<file path="config.mk">
export PLATFORM = sky130hd
export DESIGN_NAME = mrcr_out_fifo_flat
export DESIGN_NICKNAME = d
export VERILOG_FILES = /design/src/hw/rtl/mrcr_pkg.sv /design/src/hw/rtl/mrcr_if.sv /design/src/hw/rtl/mrcr_out_fifo.sv /design/src/flat_wrapper.sv
export SDC_FILE = /design/constraint.sdc
export NUM_CORES = 1
export LEC_CHECK = 0
export ABC_AREA = 1
export BUFFER_PORTS_ARGS = -buffer_cell sky130_fd_sc_hd__buf_2
export CAP_MARGIN = 15
export CORE_ASPECT_RATIO = 1.1
export CORE_MARGIN = 5
export CORE_UTILIZATION = 55
export CTS_CLUSTER_DIAMETER = 60
export CTS_CLUSTER_SIZE = 14
export DETAILED_ROUTE_END_ITERATION = 12
export PLACE_DENSITY = 0.88
export SYNTH_ARGS = -nofsm -noshare
export SYNTH_HDL_FRONTEND = slang
export SYNTH_SLANG_ARGS = --single-unit
</file>
<file path="constraint.sdc">
create_clock -name clock -period 11.8 [get_ports clock]
set_clock_uncertainty 0.05 [all_clocks]
set_input_delay 3.54 -clock clock [delete_from_list [all_inputs] [get_ports clock]]
set_output_delay 3.54 -clock clock [all_outputs]
set_load 0.005 [all_outputs]
</file>
<file path="src/hw/rtl/mrcr_pkg.sv">
// Shared constants, codes and types of the mesh relay and chunk reassembly block.
package mrcr_pkg;

   localparam int STORE_BYTES_DEF   = 1024;
   localparam int MAX_CHUNKS_DEF    = 256;
   localparam int CACHE_ENTRIES_DEF = 3;

   // Store addresses are carried at the widest legal store size.
   localparam int STORE_AW_MAX = 16;
   // Offset arithmetic width: index * size + position fits in 17 bits.
   localparam int OFS_W = 17;

   localparam logic [7:0] UPDATE_MARK = 8'h99;
   localparam logic [7:0] RELAY_LEN   = 8'd16;
   localparam logic [7:0] HOP_POS     = 8'd11;
   localparam logic [7:0] HEADER_LEN  = 8'd3;
   localparam logic [7:0] BAD_LEN     = 8'd255;
   localparam logic [7:0] POS_MAX     = 8'd255;

   typedef enum logic [2:0] {
      VERDICT_IGNORED   = 3'd0,
      VERDICT_HOP_EXP   = 3'd1,
      VERDICT_OWN_ECHO  = 3'd2,
      VERDICT_DUPLICATE = 3'd3,
      VERDICT_RELAY     = 3'd4,
      VERDICT_REJECTED  = 3'd5,
      VERDICT_ACCEPTED  = 3'd6,
      VERDICT_COMPLETE  = 3'd7
   } verdict_type;

   typedef struct packed {
      logic                    we;
      logic [STORE_AW_MAX-1:0] waddr;
      logic [7:0]              wdata;
      logic                    re;
      logic [STORE_AW_MAX-1:0] raddr;
   } store_cmd_type;

   typedef struct packed {
      verdict_type verdict;
      logic [7:0]  hop;
      logic [31:0] id;
      logic [10:0] assembled;
      logic        rd_sel;
   } res_type;

endpackage

</file>
<file path="src/hw/rtl/mrcr_if.sv">


interface mrcr_rsp_if;
   logic        valid;
   logic        ready;
   logic [2:0]  verdict;
   logic [7:0]  relay_hop_count;
   logic [31:0] sender_id;
   logic [10:0] assembled_bytes;
   logic [7:0]  read_data;

   modport source (output valid, verdict, relay_hop_count, sender_id, assembled_bytes,
                   read_data, input ready);
   modport sink   (input valid, verdict, relay_hop_count, sender_id, assembled_bytes,
                   read_data, output ready);
endinterface


</file>
<file path="src/hw/rtl/mrcr_out_fifo.sv">
// Two-entry response queue; merges store read data and drives request flow control.
module mrcr_out_fifo (
   input  logic              clock,
   input  logic              reset,
   input  logic              push,
   input  mrcr_pkg::res_type push_res,
   input  logic [7:0]        push_rdata,
   output logic              in_ready,
   mrcr_rsp_if.source        rsp
);
   logic [1:0]        cnt_ff, cnt_in;
   logic              wptr_ff, wptr_in;
   logic              rptr_ff, rptr_in;
   mrcr_pkg::res_type res_ff  [2];
   logic [7:0]        byte_ff [2];
   logic              pop;
   logic [2:0]        occ;

   assign pop = rsp.valid & rsp.ready;
   // Take a request only if the stage ahead of the queue can still drain into it.
   assign occ      = 3'(cnt_ff) + 3'(push) - 3'(pop);
   assign in_ready = (occ <= 3'd1);

   always_comb begin
      cnt_in  = 2'(3'(cnt_ff) + 3'(push) - 3'(pop));
      wptr_in = push ? ~wptr_ff : wptr_ff;
      rptr_in = pop  ? ~rptr_ff : rptr_ff;
   end

   always_ff @(posedge clock) begin
      if (reset) begin
         cnt_ff  <= '0;
         wptr_ff <= 1'b0;
         rptr_ff <= 1'b0;
      end else begin
         cnt_ff  <= cnt_in;
         wptr_ff <= wptr_in;
         rptr_ff <= rptr_in;
      end
      if (push) begin
         res_ff[wptr_ff]  <= push_res;
         byte_ff[wptr_ff] <= push_res.rd_sel ? push_rdata : 8'd0;
      end
   end

   assign rsp.valid           = (cnt_ff != 2'd0);
   assign rsp.verdict         = res_ff[rptr_ff].verdict;
   assign rsp.relay_hop_count = res_ff[rptr_ff].hop;
   assign rsp.sender_id       = res_ff[rptr_ff].id;
   assign rsp.assembled_bytes = res_ff[rptr_ff].assembled;
   assign rsp.read_data       = byte_ff[rptr_ff];
endmodule

</file>
<file path="src/flat_wrapper.sv">
// flat-port wrapper written by rule: the top's interface ports become plain ports
module mrcr_out_fifo_flat 
  (clock, reset, push, push_res, push_rdata, in_ready, rsp_valid, rsp_verdict, rsp_relay_hop_count, rsp_sender_id, rsp_assembled_bytes, rsp_read_data, rsp_ready);
  mrcr_rsp_if rsp_i ();
  input  logic clock;
  input  logic reset;
  input  logic push;
  input  mrcr_pkg::res_type push_res;
  input  logic [7:0] push_rdata;
  output logic in_ready;
  output wire logic [$bits(rsp_i.valid)-1:0] rsp_valid;
  output wire logic [$bits(rsp_i.verdict)-1:0] rsp_verdict;
  output wire logic [$bits(rsp_i.relay_hop_count)-1:0] rsp_relay_hop_count;
  output wire logic [$bits(rsp_i.sender_id)-1:0] rsp_sender_id;
  output wire logic [$bits(rsp_i.assembled_bytes)-1:0] rsp_assembled_bytes;
  output wire logic [$bits(rsp_i.read_data)-1:0] rsp_read_data;
  input wire logic [$bits(rsp_i.ready)-1:0] rsp_ready;
  assign rsp_valid = rsp_i.valid;
  assign rsp_verdict = rsp_i.verdict;
  assign rsp_relay_hop_count = rsp_i.relay_hop_count;
  assign rsp_sender_id = rsp_i.sender_id;
  assign rsp_assembled_bytes = rsp_i.assembled_bytes;
  assign rsp_read_data = rsp_i.read_data;
  assign rsp_i.ready = rsp_ready;
  mrcr_out_fifo u_core (.clock(clock), .reset(reset), .push(push), .push_res(push_res), .push_rdata(push_rdata), .in_ready(in_ready), .rsp(rsp_i));
endmodule
</file>
==> results.py <==
metrics = {
    "power_and_ir_drop": {
        "ir_drop_mv": 0.1705,
        "total_power_mw": 1.234,
        "p_per_area_mw_per_mm2": 195.3,
        "p_leak_nw": 2.608,
    },
    "logic_synthesis": {
        "synthesis.nets": 314,
        "ys_seq_area_frac": 0.7509,
        "syn_inst": 244,
        "ys_ff_latch": 129,
        "synthDistinctLibCells": 15,
        "syn_avg_cell_area_um2": 20.87,
        "syn_area_mm2": 0.005092,
        "synth_warnings": 0,
    },
    "setup_path": {
        "crit_type": "in2out",
        "worstPathArrival_ns": 4.99,
        "crit_cells": 9,
        "critPathMaxFanout": 2,
        "path_cells": "buf_2, inv_1, nor2_1, ha_1, inv_1, ha_1, fa_1, nor2_1, buf_2",
        "cp_slowest_stage_delay_ns": 0.44,
        "endpoint_kind": "primary output",
        "start_kind": "primary input",
        "cp_slowest_cell": "fa_1",
        "crit_buf_inv": 4,
        "r2r_cells": 8,
        "critPathTopFamily": "adder cells",
        "worstReg2RegEnd": "u_core.cnt_ff[1]",
        "reg2reg_from": "u_core.cnt_ff[1]",
        "crit_required_ns": 8.21,
        "ff2ff_setup_slack_ns": 10.03,
    },
    "route": {
        "wl_per_cell_um": 16.94,
        "drtIter0Drc": 89,
        "firstDrtPassIters": 4,
        "vias": 2529,
        "routed_wl_mm": 8.709,
        "drc_errors": 0,
        "viasPerCell": 4.920,
        "ant_nets": 0,
    },
    "final_layout": {
        "layout_commonest_cell": "buf_2",
        "most-common-layout-cells": "buf_2, edfxtp_1, mux2_4",
        "area_growth_pct": 24.08,
        "layout-drive-gt1-share": 0.5575,
        "num_antenna_cells": 0,
        "finish.utilization": 0.7049,
        "finish.instance_area_mm2": 0.006319,
        "fillers": 579,
        "seqCellArea_mm2": 0.003827,
        "layout.nets": 457,
        "multi_input_area_mm2": 0.001074,
    },
    "clock_network": {
        "post_cts_buffers": 0,
        "clock_sinks": 129,
        "cts_made_buffers": 17,
        "clk_path_buf_depth": 2,
        "hold_buffers": 0,
        "cts_resized": 0,
        "clockRootBuffer": "clkbuf_8",
        "htree_levels": 4,
        "clk_latency_ns": 0.50,
        "clk_pin_slew_ns": 0.06,
        "cts_tree": "yes",
    },
    "die": {
        "rows": 36,
        "start_util": 0.5681,
        "die_w_um": 101.7,
        "die_y_um": 110.9,
        "dieArea_mm2": 0.01129,
        "io_pins": 131,
        "core_area_mm2": 0.008964,
    },
    "global_route": {
        "antenna_found_initial": 0,
        "grt_max_degree": 63,
        "grt_overflow": 0,
        "grt_pass1_wl_mm": 13.92,
        "grt_pass1_vias": 2788,
        "grt.total_usage": 0.1652,
    },
    "placed_design": {
        "io_buffers": 130,
        "dpl_cell_area_mm2": 0.005777,
        "gp_congestion": 0.7365,
        "preCtsSetupSlack_ns": 3.218,
        "hpwlAfterDp_mm": 5.726,
    },
    "timing": {
        "relSlewSlack": 0.2357,
        "worst_slew_pin_slew_ns": 1.146,
        "rsz0062_at_grt": "no",
        "final-hold-violation-count": 0,
        "setup_slack_ns": 3.223,
        "setup_tns_ns": 0,
        "setup_violations": 0,
        "drv_slew": 0,
        "finalCriticalPeriod_ns": 8.577,
        "finalCritPeriodShare": 0.7269,
        "max_freq_mhz": 116.6,
    },
    "min_path": {
        "whs_endpoint": "u_core.wptr_ff",
        "hold_depth": 2,
        "hp-class": "reg2reg",
        "holdCritStartpoint": "u_core.wptr_ff",
    },
    "run_status": {
        "outcome": "completed",
    },
    "run": {
        "cap_violations": 0,
    },
}
[worst max path at each step]
stage | from | to | slack (ns)
3_3_place_gp | rsp_ready | in_ready | 3.31
6_report | rsp_ready | in_ready | 3.22
5_1_grt | rsp_ready | in_ready | 3.13
2_1_floorplan | rsp_ready | in_ready | 3.52
4_1_cts | rsp_ready | in_ready | 3.21
3_5_place_dp | rsp_ready | in_ready | 3.22
[worst min-delay path: stages (launching register included)]
cell     delay (ns)
dfxtp_1        0.34
nor2_1         0.11
nor3_1         0.05
[power breakdown]
part / total [mW] / switching [mW] / internal [mW]
logic: 0.194 / 0.0691 / 0.125
registers: 0.572 / 0.0377 / 0.534
clock network: 0.468 / 0.173 / 0.295
total: 1.23 / 0.280 / 0.954
[cell usage after synthesis]
cell	n	share of area
dfxtp_1	5	0.020
mux2_2	2	0.0044
clkbuf_1	1	0.00074
nand2_1	11	0.0081
nor3_1	1	0.00098
mux2_4	60	0.18
xnor2_1	1	0.0017
buf_6	1	0.0022
ha_1	2	0.0049
nor2_1	10	0.0074
edfxtp_1	124	0.73
fa_1	1	0.0039
inv_1	18	0.013
nand3_1	1	0.00098
buf_12	6	0.024
[layout make-up]
cell class	count	share of cell area
repair buffers	132	0.1053
well taps	114	0.02257
flip-flops and latches	129	0.6057
clock buffers	19	0.06673
clock inverters	13	0.01901
multi-input cells	89	0.1699
inverters	18	0.01069
[through the flow]
stage / hold slack (ns) / cells
finish: 0.5004 / 514
global route: 0.5203 / 514
CTS: 0.5059 / 514
detailed placement: 0.4736 / 482
global placement: 0.4513 / 482
floorplan: 0.4175 / 244
[cells by family after synthesis]
group / after synthesis / share of synthesized area
flops: 129 / 0.7509
buf+inv: 26 / 0.03980
mux: 62 / 0.1813
simple gates: 23 / 0.01744
xor+xnor: 1 / 0.001720
fa+ha+maj: 3 / 0.008845
[sequential cells by signal, summed over array words and instances (netlist names), named ones only]
register	count
u_core.wptr_ff	1
u_core.res_ff	108
u_core.byte_ff	16
u_core.cnt_ff	2
u_core.rptr_ff	1
[routing by layer]
layer  GRT usage  vias up  share of wire
met4     0.08067        0          0.014
met3     0.04531        8          0.057
li1            -     1201              -
met5           0        -              0
met2      0.2849       80           0.56
met1      0.1850     1240           0.37
Note: power is estimated with default switching activity, not from simulation.
