$ cat src/hw/rtl/mrcr_pkg.sv
// Shared constants, codes and types of the mesh relay and chunk reassembly block.
package mrcr_pkg;

   localparam int STORE_BYTES_DEF   = 1024;
   localparam int MAX_CHUNKS_DEF    = 256;
   localparam int CACHE_ENTRIES_DEF = 3;

   // Store addresses are carried at the widest legal store size.
   localparam int STORE_AW_MAX = 16;
   // Offset arithmetic width: index * size + position fits in 17 bits.
   localparam int OFS_W = 17;

   localparam logic [7:0] UPDATE_MARK = 8'h99;
   localparam logic [7:0] RELAY_LEN   = 8'd16;
   localparam logic [7:0] HOP_POS     = 8'd11;
   localparam logic [7:0] HEADER_LEN  = 8'd3;
   localparam logic [7:0] BAD_LEN     = 8'd255;
   localparam logic [7:0] POS_MAX     = 8'd255;

   typedef enum logic [2:0] {
      VERDICT_IGNORED   = 3'd0,
      VERDICT_HOP_EXP   = 3'd1,
      VERDICT_OWN_ECHO  = 3'd2,
      VERDICT_DUPLICATE = 3'd3,
      VERDICT_RELAY     = 3'd4,
      VERDICT_REJECTED  = 3'd5,
      VERDICT_ACCEPTED  = 3'd6,
      VERDICT_COMPLETE  = 3'd7
   } verdict_type;

   typedef struct packed {
      logic                    we;
      logic [STORE_AW_MAX-1:0] waddr;
      logic [7:0]              wdata;
      logic                    re;
      logic [STORE_AW_MAX-1:0] raddr;
   } store_cmd_type;

   typedef struct packed {
      verdict_type verdict;
      logic [7:0]  hop;
      logic [31:0] id;
      logic [10:0] assembled;
      logic        rd_sel;
   } res_type;

endpackage

$ cat src/hw/rtl/mrcr_if.sv
// Channel interfaces: request, response and configuration write.
interface mrcr_req_if;
   logic       valid;
   logic       ready;
   logic       cmd;
   logic [7:0] rx_byte;
   logic [7:0] packet_length;
   logic       last_byte;
   logic [9:0] read_address;

   modport source (output valid, cmd, rx_byte, packet_length, last_byte, read_address,
                   input ready);
   modport sink   (input valid, cmd, rx_byte, packet_length, last_byte, read_address,
                   output ready);
endinterface


interface mrcr_csr_if;
   logic        valid;
   logic        ready;
   logic [31:0] data;

   modport source (output valid, data, input ready);
   modport sink   (input valid, data, output ready);
endinterface

$ cat src/hw/rtl/mrcr_core.sv
// Packet parser: header capture, chunk checks, relay filter, counters and store control.
module mrcr_core #(
   parameter int STORE_BYTES   = mrcr_pkg::STORE_BYTES_DEF,
   parameter int MAX_CHUNKS    = mrcr_pkg::MAX_CHUNKS_DEF,
   parameter int CACHE_ENTRIES = mrcr_pkg::CACHE_ENTRIES_DEF
) (
   input  logic                    clock,
   input  logic                    reset,
   mrcr_req_if.sink                req,
   mrcr_csr_if.sink                csr,
   input  logic                    in_ready,
   output mrcr_pkg::store_cmd_type store_cmd,
   output logic                    res_valid,
   output mrcr_pkg::res_type       res
);
   localparam int IW = (MAX_CHUNKS > 1) ? $clog2(MAX_CHUNKS) : 1;
   localparam logic [mrcr_pkg::OFS_W-1:0] STORE_LIM = mrcr_pkg::OFS_W'(STORE_BYTES);
   localparam logic [8:0] CHUNK_LIM = 9'(MAX_CHUNKS);

   logic [7:0]            pos_ff,    pos_in;
   logic [31:0]           hid_ff,    hid_in;
   logic [7:0]            cidx_ff,   cidx_in;
   logic [7:0]            total_ff,  total_in;
   logic [7:0]            hop_ff,    hop_in;
   logic                  upd_ff,    upd_in;
   logic                  acc_ff,    acc_in;
   logic [MAX_CHUNKS-1:0] seen_ff,   seen_in;
   logic [7:0]            chunks_ff, chunks_in;
   logic [10:0]           bytes_ff,  bytes_in;
   logic [31:0]           cache_ff [CACHE_ENTRIES];
   logic [31:0]           cache_in [CACHE_ENTRIES];
   logic [31:0]           own_ff,    own_in;
   logic                  s1_valid_ff, s1_valid_in;
   mrcr_pkg::res_type     s1_res_ff,   s1_res_in;

   logic        accept;
   logic [7:0]  b, len;
   logic        first;
   logic        upd_n, acc_mid;
   logic [31:0] hid_n;
   logic [7:0]  hop_n, cidx_n, total_n;
   logic [7:0]  size, p;
   logic [15:0] prod;
   logic [mrcr_pkg::OFS_W-1:0] chunk_end, wr_addr, rd_addr;
   logic        len_ok, hdr_chk, cache_hit;
   logic [11:0] bytes_sum;
   logic [7:0]  chunks_new;

   assign accept = req.valid & req.ready;
   assign req.ready = in_ready;
   assign csr.ready = 1'b1;

   assign b     = req.rx_byte;
   assign len   = req.packet_length;
   assign first = (pos_ff == 8'd0);

   // Header fields as they stand after this byte.
   assign upd_n   = first ? (b == mrcr_pkg::UPDATE_MARK) : upd_ff;
   assign hid_n   = (pos_ff < 8'd4) ? {(first ? 24'd0 : hid_ff[23:0]), b} : hid_ff;
   assign hop_n   = (pos_ff == mrcr_pkg::HOP_POS) ? b : (first ? 8'd0 : hop_ff);
   assign cidx_n  = (pos_ff == 8'd1) ? b : cidx_ff;
   assign hdr_chk = (pos_ff == 8'd2) && upd_n;
   assign total_n = hdr_chk ? b : total_ff;

   // One multiplier serves both the fit check and the byte address.
   assign len_ok    = (len >= mrcr_pkg::HEADER_LEN);
   assign size      = len - mrcr_pkg::HEADER_LEN;
   assign p         = pos_ff - mrcr_pkg::HEADER_LEN;
   assign prod      = 16'(cidx_n) * 16'(size);
   assign chunk_end = mrcr_pkg::OFS_W'(prod) + mrcr_pkg::OFS_W'(size);
   assign wr_addr   = mrcr_pkg::OFS_W'(prod) + mrcr_pkg::OFS_W'(p);
   assign rd_addr   = mrcr_pkg::OFS_W'(req.read_address);

   assign acc_mid = (first ? 1'b0 : acc_ff) |
                    (hdr_chk && len_ok && (len != mrcr_pkg::BAD_LEN) &&
                     ({1'b0, cidx_n} < CHUNK_LIM) && !seen_ff[cidx_n[IW-1:0]] &&
                     (chunk_end <= STORE_LIM));

   always_comb begin
      cache_hit = 1'b0;
      for (int i = 0; i < CACHE_ENTRIES; i++) begin
         cache_hit = cache_hit | (cache_ff[i] == hid_n);
      end
   end

   assign bytes_sum  = 12'(bytes_ff) + 12'(size);
   assign chunks_new = (chunks_ff == 8'hFF) ? chunks_ff : chunks_ff + 8'd1;

   always_comb begin
      pos_in      = pos_ff;
      hid_in      = hid_ff;
      cidx_in     = cidx_ff;
      total_in    = total_ff;
      hop_in      = hop_ff;
      upd_in      = upd_ff;
      acc_in      = acc_ff;
      seen_in     = seen_ff;
      chunks_in   = chunks_ff;
      bytes_in    = bytes_ff;
      cache_in    = cache_ff;
      own_in      = csr.valid ? csr.data : own_ff;
      store_cmd   = '0;
      s1_valid_in = 1'b0;
      s1_res_in   = '0;

      if (accept && req.cmd) begin
         // Read: packet state stays untouched.
         store_cmd.re        = 1'b1;
         store_cmd.raddr     = rd_addr[mrcr_pkg::STORE_AW_MAX-1:0];
         s1_valid_in         = 1'b1;
         s1_res_in.verdict   = mrcr_pkg::VERDICT_IGNORED;
         s1_res_in.assembled = bytes_ff;
         s1_res_in.rd_sel    = (rd_addr < STORE_LIM);
      end else if (accept) begin
         upd_in   = upd_n;
         acc_in   = acc_mid;
         hid_in   = hid_n;
         hop_in   = hop_n;
         cidx_in  = cidx_n;
         total_in = total_n;

         // Store payload bytes of an accepted chunk.
         if ((pos_ff >= mrcr_pkg::HEADER_LEN) && acc_mid && len_ok && (p < size) &&
             (wr_addr < STORE_LIM)) begin
            store_cmd.we    = 1'b1;
            store_cmd.waddr = wr_addr[mrcr_pkg::STORE_AW_MAX-1:0];
            store_cmd.wdata = b;
         end

         if (!req.last_byte) begin
            pos_in = (pos_ff == mrcr_pkg::POS_MAX) ? pos_ff : pos_ff + 8'd1;
         end else begin
            pos_in            = 8'd0;
            s1_valid_in       = 1'b1;
            s1_res_in.verdict = mrcr_pkg::VERDICT_IGNORED;
            if ((len == 8'd0) || (len == mrcr_pkg::BAD_LEN)) begin
               s1_res_in.verdict = mrcr_pkg::VERDICT_IGNORED;
            end else if (upd_n) begin
               acc_in = 1'b0;
               if (acc_mid && len_ok && (pos_ff == len - 8'd1)) begin
                  seen_in[cidx_n[IW-1:0]] = 1'b1;
                  chunks_in = chunks_new;
                  bytes_in  = bytes_sum[11] ? 11'h7FF : bytes_sum[10:0];
                  s1_res_in.verdict = (chunks_new >= total_n) ?
                                      mrcr_pkg::VERDICT_COMPLETE :
                                      mrcr_pkg::VERDICT_ACCEPTED;
               end else begin
                  s1_res_in.verdict = mrcr_pkg::VERDICT_REJECTED;
               end
            end else if ((len == mrcr_pkg::RELAY_LEN) &&
                         (pos_ff == mrcr_pkg::RELAY_LEN - 8'd1)) begin
               s1_res_in.id = hid_n;
               if (hop_n == 8'd0) begin
                  s1_res_in.verdict = mrcr_pkg::VERDICT_HOP_EXP;
               end else if (hid_n == own_ff) begin
                  s1_res_in.verdict = mrcr_pkg::VERDICT_OWN_ECHO;
               end else if (cache_hit) begin
                  s1_res_in.verdict = mrcr_pkg::VERDICT_DUPLICATE;
               end else begin
                  // Relay: push id into the recent-sender cache, oldest drops out.
                  s1_res_in.verdict = mrcr_pkg::VERDICT_RELAY;
                  s1_res_in.hop     = hop_n - 8'd1;
                  for (int i = 1; i < CACHE_ENTRIES; i++) begin
                     cache_in[i] = cache_ff[i-1];
                  end
                  cache_in[0] = hid_n;
               end
            end
            s1_res_in.assembled = bytes_in;
         end
      end
   end

   always_ff @(posedge clock) begin
      if (reset) begin
         pos_ff      <= '0;
         hid_ff      <= '0;
         cidx_ff     <= '0;
         total_ff    <= '0;
         hop_ff      <= '0;
         upd_ff      <= 1'b0;
         acc_ff      <= 1'b0;
         seen_ff     <= '0;
         chunks_ff   <= '0;
         bytes_ff    <= '0;
         own_ff      <= '0;
         s1_valid_ff <= 1'b0;
         for (int i = 0; i < CACHE_ENTRIES; i++) begin
            cache_ff[i] <= '0;
         end
      end else begin
         pos_ff      <= pos_in;
         hid_ff      <= hid_in;
         cidx_ff     <= cidx_in;
         total_ff    <= total_in;
         hop_ff      <= hop_in;
         upd_ff      <= upd_in;
         acc_ff      <= acc_in;
         seen_ff     <= seen_in;
         chunks_ff   <= chunks_in;
         bytes_ff    <= bytes_in;
         own_ff      <= own_in;
         s1_valid_ff <= s1_valid_in;
         cache_ff    <= cache_in;
      end
      s1_res_ff <= s1_res_in;
   end

   assign res_valid = s1_valid_ff;
   assign res       = s1_res_ff;
endmodule

$ cat src/flat_wrapper.sv
// flat-port wrapper written by rule: the top's interface ports become plain ports
module mrcr_core_flat 
#(
   parameter int STORE_BYTES   = mrcr_pkg::STORE_BYTES_DEF,
   parameter int MAX_CHUNKS    = mrcr_pkg::MAX_CHUNKS_DEF,
   parameter int CACHE_ENTRIES = mrcr_pkg::CACHE_ENTRIES_DEF
)
  (clock, reset, in_ready, store_cmd, res_valid, res, req_valid, req_cmd, req_rx_byte, req_packet_length, req_last_byte, req_read_address, req_ready, csr_valid, csr_data, csr_ready);
  mrcr_req_if req_i ();
  mrcr_csr_if csr_i ();
  input  logic clock;
  input  logic reset;
  input  logic in_ready;
  output mrcr_pkg::store_cmd_type store_cmd;
  output logic res_valid;
  output mrcr_pkg::res_type res;
  input wire logic [$bits(req_i.valid)-1:0] req_valid;
  input wire logic [$bits(req_i.cmd)-1:0] req_cmd;
  input wire logic [$bits(req_i.rx_byte)-1:0] req_rx_byte;
  input wire logic [$bits(req_i.packet_length)-1:0] req_packet_length;
  input wire logic [$bits(req_i.last_byte)-1:0] req_last_byte;
  input wire logic [$bits(req_i.read_address)-1:0] req_read_address;
  output wire logic [$bits(req_i.ready)-1:0] req_ready;
  input wire logic [$bits(csr_i.valid)-1:0] csr_valid;
  input wire logic [$bits(csr_i.data)-1:0] csr_data;
  output wire logic [$bits(csr_i.ready)-1:0] csr_ready;
  assign req_i.valid = req_valid;
  assign req_i.cmd = req_cmd;
  assign req_i.rx_byte = req_rx_byte;
  assign req_i.packet_length = req_packet_length;
  assign req_i.last_byte = req_last_byte;
  assign req_i.read_address = req_read_address;
  assign req_ready = req_i.ready;
  assign csr_i.valid = csr_valid;
  assign csr_i.data = csr_data;
  assign csr_ready = csr_i.ready;
  mrcr_core #(.STORE_BYTES(STORE_BYTES), .MAX_CHUNKS(MAX_CHUNKS), .CACHE_ENTRIES(CACHE_ENTRIES)) u_core (.clock(clock), .reset(reset), .req(req_i), .csr(csr_i), .in_ready(in_ready), .store_cmd(store_cmd), .res_valid(res_valid), .res(res));
endmodule
$ cat config.mk
export PLATFORM = sky130hd
export DESIGN_NAME = mrcr_core_flat
export DESIGN_NICKNAME = d
export VERILOG_FILES = /design/src/hw/rtl/mrcr_pkg.sv /design/src/hw/rtl/mrcr_if.sv /design/src/hw/rtl/mrcr_core.sv /design/src/flat_wrapper.sv
export SDC_FILE = /design/constraint.sdc
export NUM_CORES = 1
export LEC_CHECK = 0
export BUFFER_PORTS_ARGS = -buffer_cell sky130_fd_sc_hd__buf_2
export CELL_PAD_IN_SITES_DETAIL_PLACEMENT = 1
export CELL_PAD_IN_SITES_GLOBAL_PLACEMENT = 1
export CORE_ASPECT_RATIO = 0.5
export CORE_UTILIZATION = 25
export CTS_CLUSTER_DIAMETER = 60
export CTS_CLUSTER_SIZE = 16
export DETAILED_ROUTE_END_ITERATION = 7
export PLACE_DENSITY_LB_ADDON = 0.2
export SYNTH_ARGS = -nofsm -noshare
export SYNTH_HDL_FRONTEND = slang
export SYNTH_SLANG_ARGS = --single-unit
export TNS_END_PERCENT = 100
$ cat constraint.sdc
create_clock -name clock -period 12.39 [get_ports clock]
set_input_delay 2.478 -clock clock [delete_from_list [all_inputs] [get_ports clock]]
set_output_delay 2.478 -clock clock [all_outputs]
set_load 0.02 [all_outputs]
==> out/metrics.cfg <==
[critical_path]
reg2reg_slack_ps = 2700
worst_ep_required_time_ps = 9910
end_kind = primary output
reg2reg_to = u_core.seen_ff[166]
crit_type = primary input to primary output
critPathArrivalTime_ps = 9420
startpoint_type = primary input
r2r_start = u_core.pos_ff[0]
reg2regPathDepth = 25
cp_max_fo = 8

[cells_and_area]
nets = 3612
area_growth_pct = 13.4
final.fill_count = 13735
stdcell_count = 5037
layout-drive-gt1-share_pct = 14.9

[route]
drtAntennaViolNets = 0
drt-initial-drc-count = 1905
wire_per_inst_um = 25.8
drtPass1Iterations = 5
vias_per_cell = 5.33
via_count = 26849
drcViolationCount = 0
routed_wl_um = 130000

[clock_network]
cts_hold_buf = 0
cts_buffer_depth = 3
root_buffer = clkbuf_16
cts_num_sinks = 525
htreeDepth = 2
cts_tree = done
clock_latency_ps = 620
cts_buffers = 43
clk_pin_slew_worst_paths_ps = 70

[placed_design]
hpwlAfterDp_um = 89700
port_buffers = 151
gp_congestion = 0.875
dp_slack_ps = 35.8
numPlacedInstances = 4970

[die]
fp.dieW_um = 490
die_h_um = 246
ioPinCount = 165
start_util_pct = 25.2
row_count = 89
core-area_um2 = 118000
die-area_um2 = 120000

[logic_synthesis]
avgSynthCellArea_um2 = 8.85
synthCells = 3363
synth_adder_area_share_pct = 6.16
ys_seq_area_share_pct = 35.3
synth_seq_cells = 525
async_flop_share_pct = 0
yosys.area_share.simple_pct = 18.2
synth_flop_cell = dfxtp_1
netlist.area_leader.share_pct = 35.3
muxShareOfSynthArea_pct = 7.17
synth_compound_area_share_pct = 22.1
synth_top_family_by_area = compound AO/OA/AOI/OAI gates
synth_cell_types = 96
synth_area_um2 = 29800
synth_area_leader_cell = dfxtp_1
yosysWarnings = 0
synth_most_common_cell = dfxtp_1
synth_xor_area_share_pct = 5.68
synthTopCellsByCount = dfxtp_1 (525), nor2_1 (322), nand2_1 (299)
synth_edf_count = 0
ys_top_cells_by_area = dfxtp_1 (35%), mux2i_1 (5.3%), o2bb2ai_1 (5.0%)

[timing]
grt_setup_unrepaired = no
period_minus_slack_ps = 11890
max_freq_mhz = 84.1
slew_headroom_pct = 10.4
finClkSkew_ps = 35.3
period_share_pct = 96.0
tightest_slew_ps = 1340
setup_violations = 0
fin_ws_ps = 495
hold_violations = 0
fin_setup_tns_ps = 0
final_max_slew_viol_count = 0

[grt]
overflow = 0
grt_pass1_vias = 27068
antenna_found_initial = 3
grt_pass1_wl_um = 190000
grt_use_total_pct = 21.1
grt_max_degree = 101

[pwr]
power_mw = 3.75
vdd_drop_max_mv = 0.0889
power.density_nw_per_um2 = 111
p_leak_nw = 12.5

[status]
status = finished, final reports clean

[worst_hold_path]
holdPathEnd = u_core.seen_ff[220]
hold_path_depth = 2
hold_path_class = flop to flop
hp-start = u_core.seen_ff[220]

[job]
drv_cap = 0

-- worst max-delay path by stage --
stage	from	endpoint	slack (ps)	depth (start not counted)
final	req_packet_length[1]	store_cmd[23]	500	28
after detailed placement	req_packet_length[1]	store_cmd[23]	40	27
after global placement	req_packet_length[1]	store_cmd[17]	250	27
after floorplan	req_packet_length[2]	store_cmd[27]	280	26
after CTS	req_packet_length[1]	store_cmd[23]	40	27
after global routing	req_packet_length[4]	store_cmd[33]	9	25
-- flip-flops by register name, indices dropped and copies added (netlist names) --
register	count
u_core.bytes_ff	11
u_core.pos_ff	8
u_core.acc_ff	1
u_core.hop_ff	8
u_core.cache_ff	96
u_core.total_ff	8
u_core.res_valid	1
u_core.res	55
u_core.seen_ff	256
u_core.chunks_ff	8
u_core.upd_ff	1
u_core.own_ff	32
u_core.hid_ff	32
u_core.cidx_ff	8
-- stage by stage --
| step | hold slack (ps) | utilization (%) | area, um2 |
|---|---|---|---|
| floorplan | 417 | - | 29800 |
| detailed placement | 440 | 27.5 | 32400 |
| CTS | 458 | 28.6 | 33700 |
| global placement | 426 | 27.5 | 32400 |
| global route | 471 | 28.6 | 33700 |
| finish | 455 | 28.6 | 33700 |
-- layout make-up --
| class | instances | area (um2) | share of cell area [%] |
|---|---|---|---|
| multi-input combinational | 2476 | 17800 | 52.8 |
| tap | 1592 | 1990 | 5.91 |
| antenna | 1 | 2.50 | 0.00742 |
| clock inverter | 15 | 149 | 0.441 |
| inverter | 93 | 357 | 1.06 |
| timing repair buffer | 285 | 1770 | 5.26 |
| clock buffer | 50 | 1130 | 3.36 |
| sequential | 525 | 10500 | 31.2 |
-- per-layer routing --
layer  vias to the layer above  track usage, %  part of all wire, %
li1                      12309               -                    -
met1                     13758            29.8                   48
met2                       632            34.3                   46
met3                       148            2.66                  4.5
met4                         2            4.17                  1.9
met5                         -               0                0.010
-- timing repair --
| item | CTS | global route |
|---|---|---|
| gates resized for setup | 0 | 12 |
| setup endpoints to repair | 0 | 19 |
| setup buffers | 0 | 1 |
-- layout by cell type, fill, tap and decap left out, types with 50 or more instances in the layout --
| cell type | instances |
|---|---|
| dfxtp_1 | 523 |
| nor2_1 | 317 |
| nand2_1 | 298 |
| a21oi_1 | 170 |
| o2bb2ai_1 | 170 |
| mux2i_1 | 158 |
| buf_2 | 149 |
| xnor2_1 | 141 |
| buf_4 | 135 |
| a211oi_1 | 110 |
| inv_1 | 91 |
| nand3_1 | 87 |
| ha_1 | 84 |
| o21ai_0 | 68 |
| nor4_1 | 57 |
| o2bb2ai_2 | 57 |
| xor2_1 | 50 |
-- logic make-up (layout without fill, tap and decap cells) --
group / after synthesis / in the layout
xor+xnor: 193 / 193
mux: 192 / 192
buf+inv: 373 / 443
compound gates: 849 / 849
fa+ha+maj: 123 / 123
simple gates: 1106 / 1106
other cells: 2 / 14
flops: 525 / 525
-- critical path, stage by stage --
cell      delay, ps
buf_2           140
ha_1            260
nor3_2          200
xor2_1          160
buf_4           210
nand2_1         100
fa_1            470
fa_1            550
inv_1            50
fa_1            480
inv_1            60
fa_1            530
inv_1            40
ha_1            340
a21oi_1         180
xnor2_1         110
ha_1            200
or3_1           390
a211oi_2        290
nor2_1          150
or4_1           530
a22oi_1         230
nand4_1         160
o21a_1          310
nor3_4          260
buf_4           230
and2_1          140
buf_2           160
-- power breakdown --
part           total [mW]  switching [mW]  internal, mW
sequential           1.71          0.0132          1.70
clock                1.39           0.710         0.681
combinational       0.647           0.436         0.211
total                3.75            1.16          2.59
(Power assumes the default switching activity.)
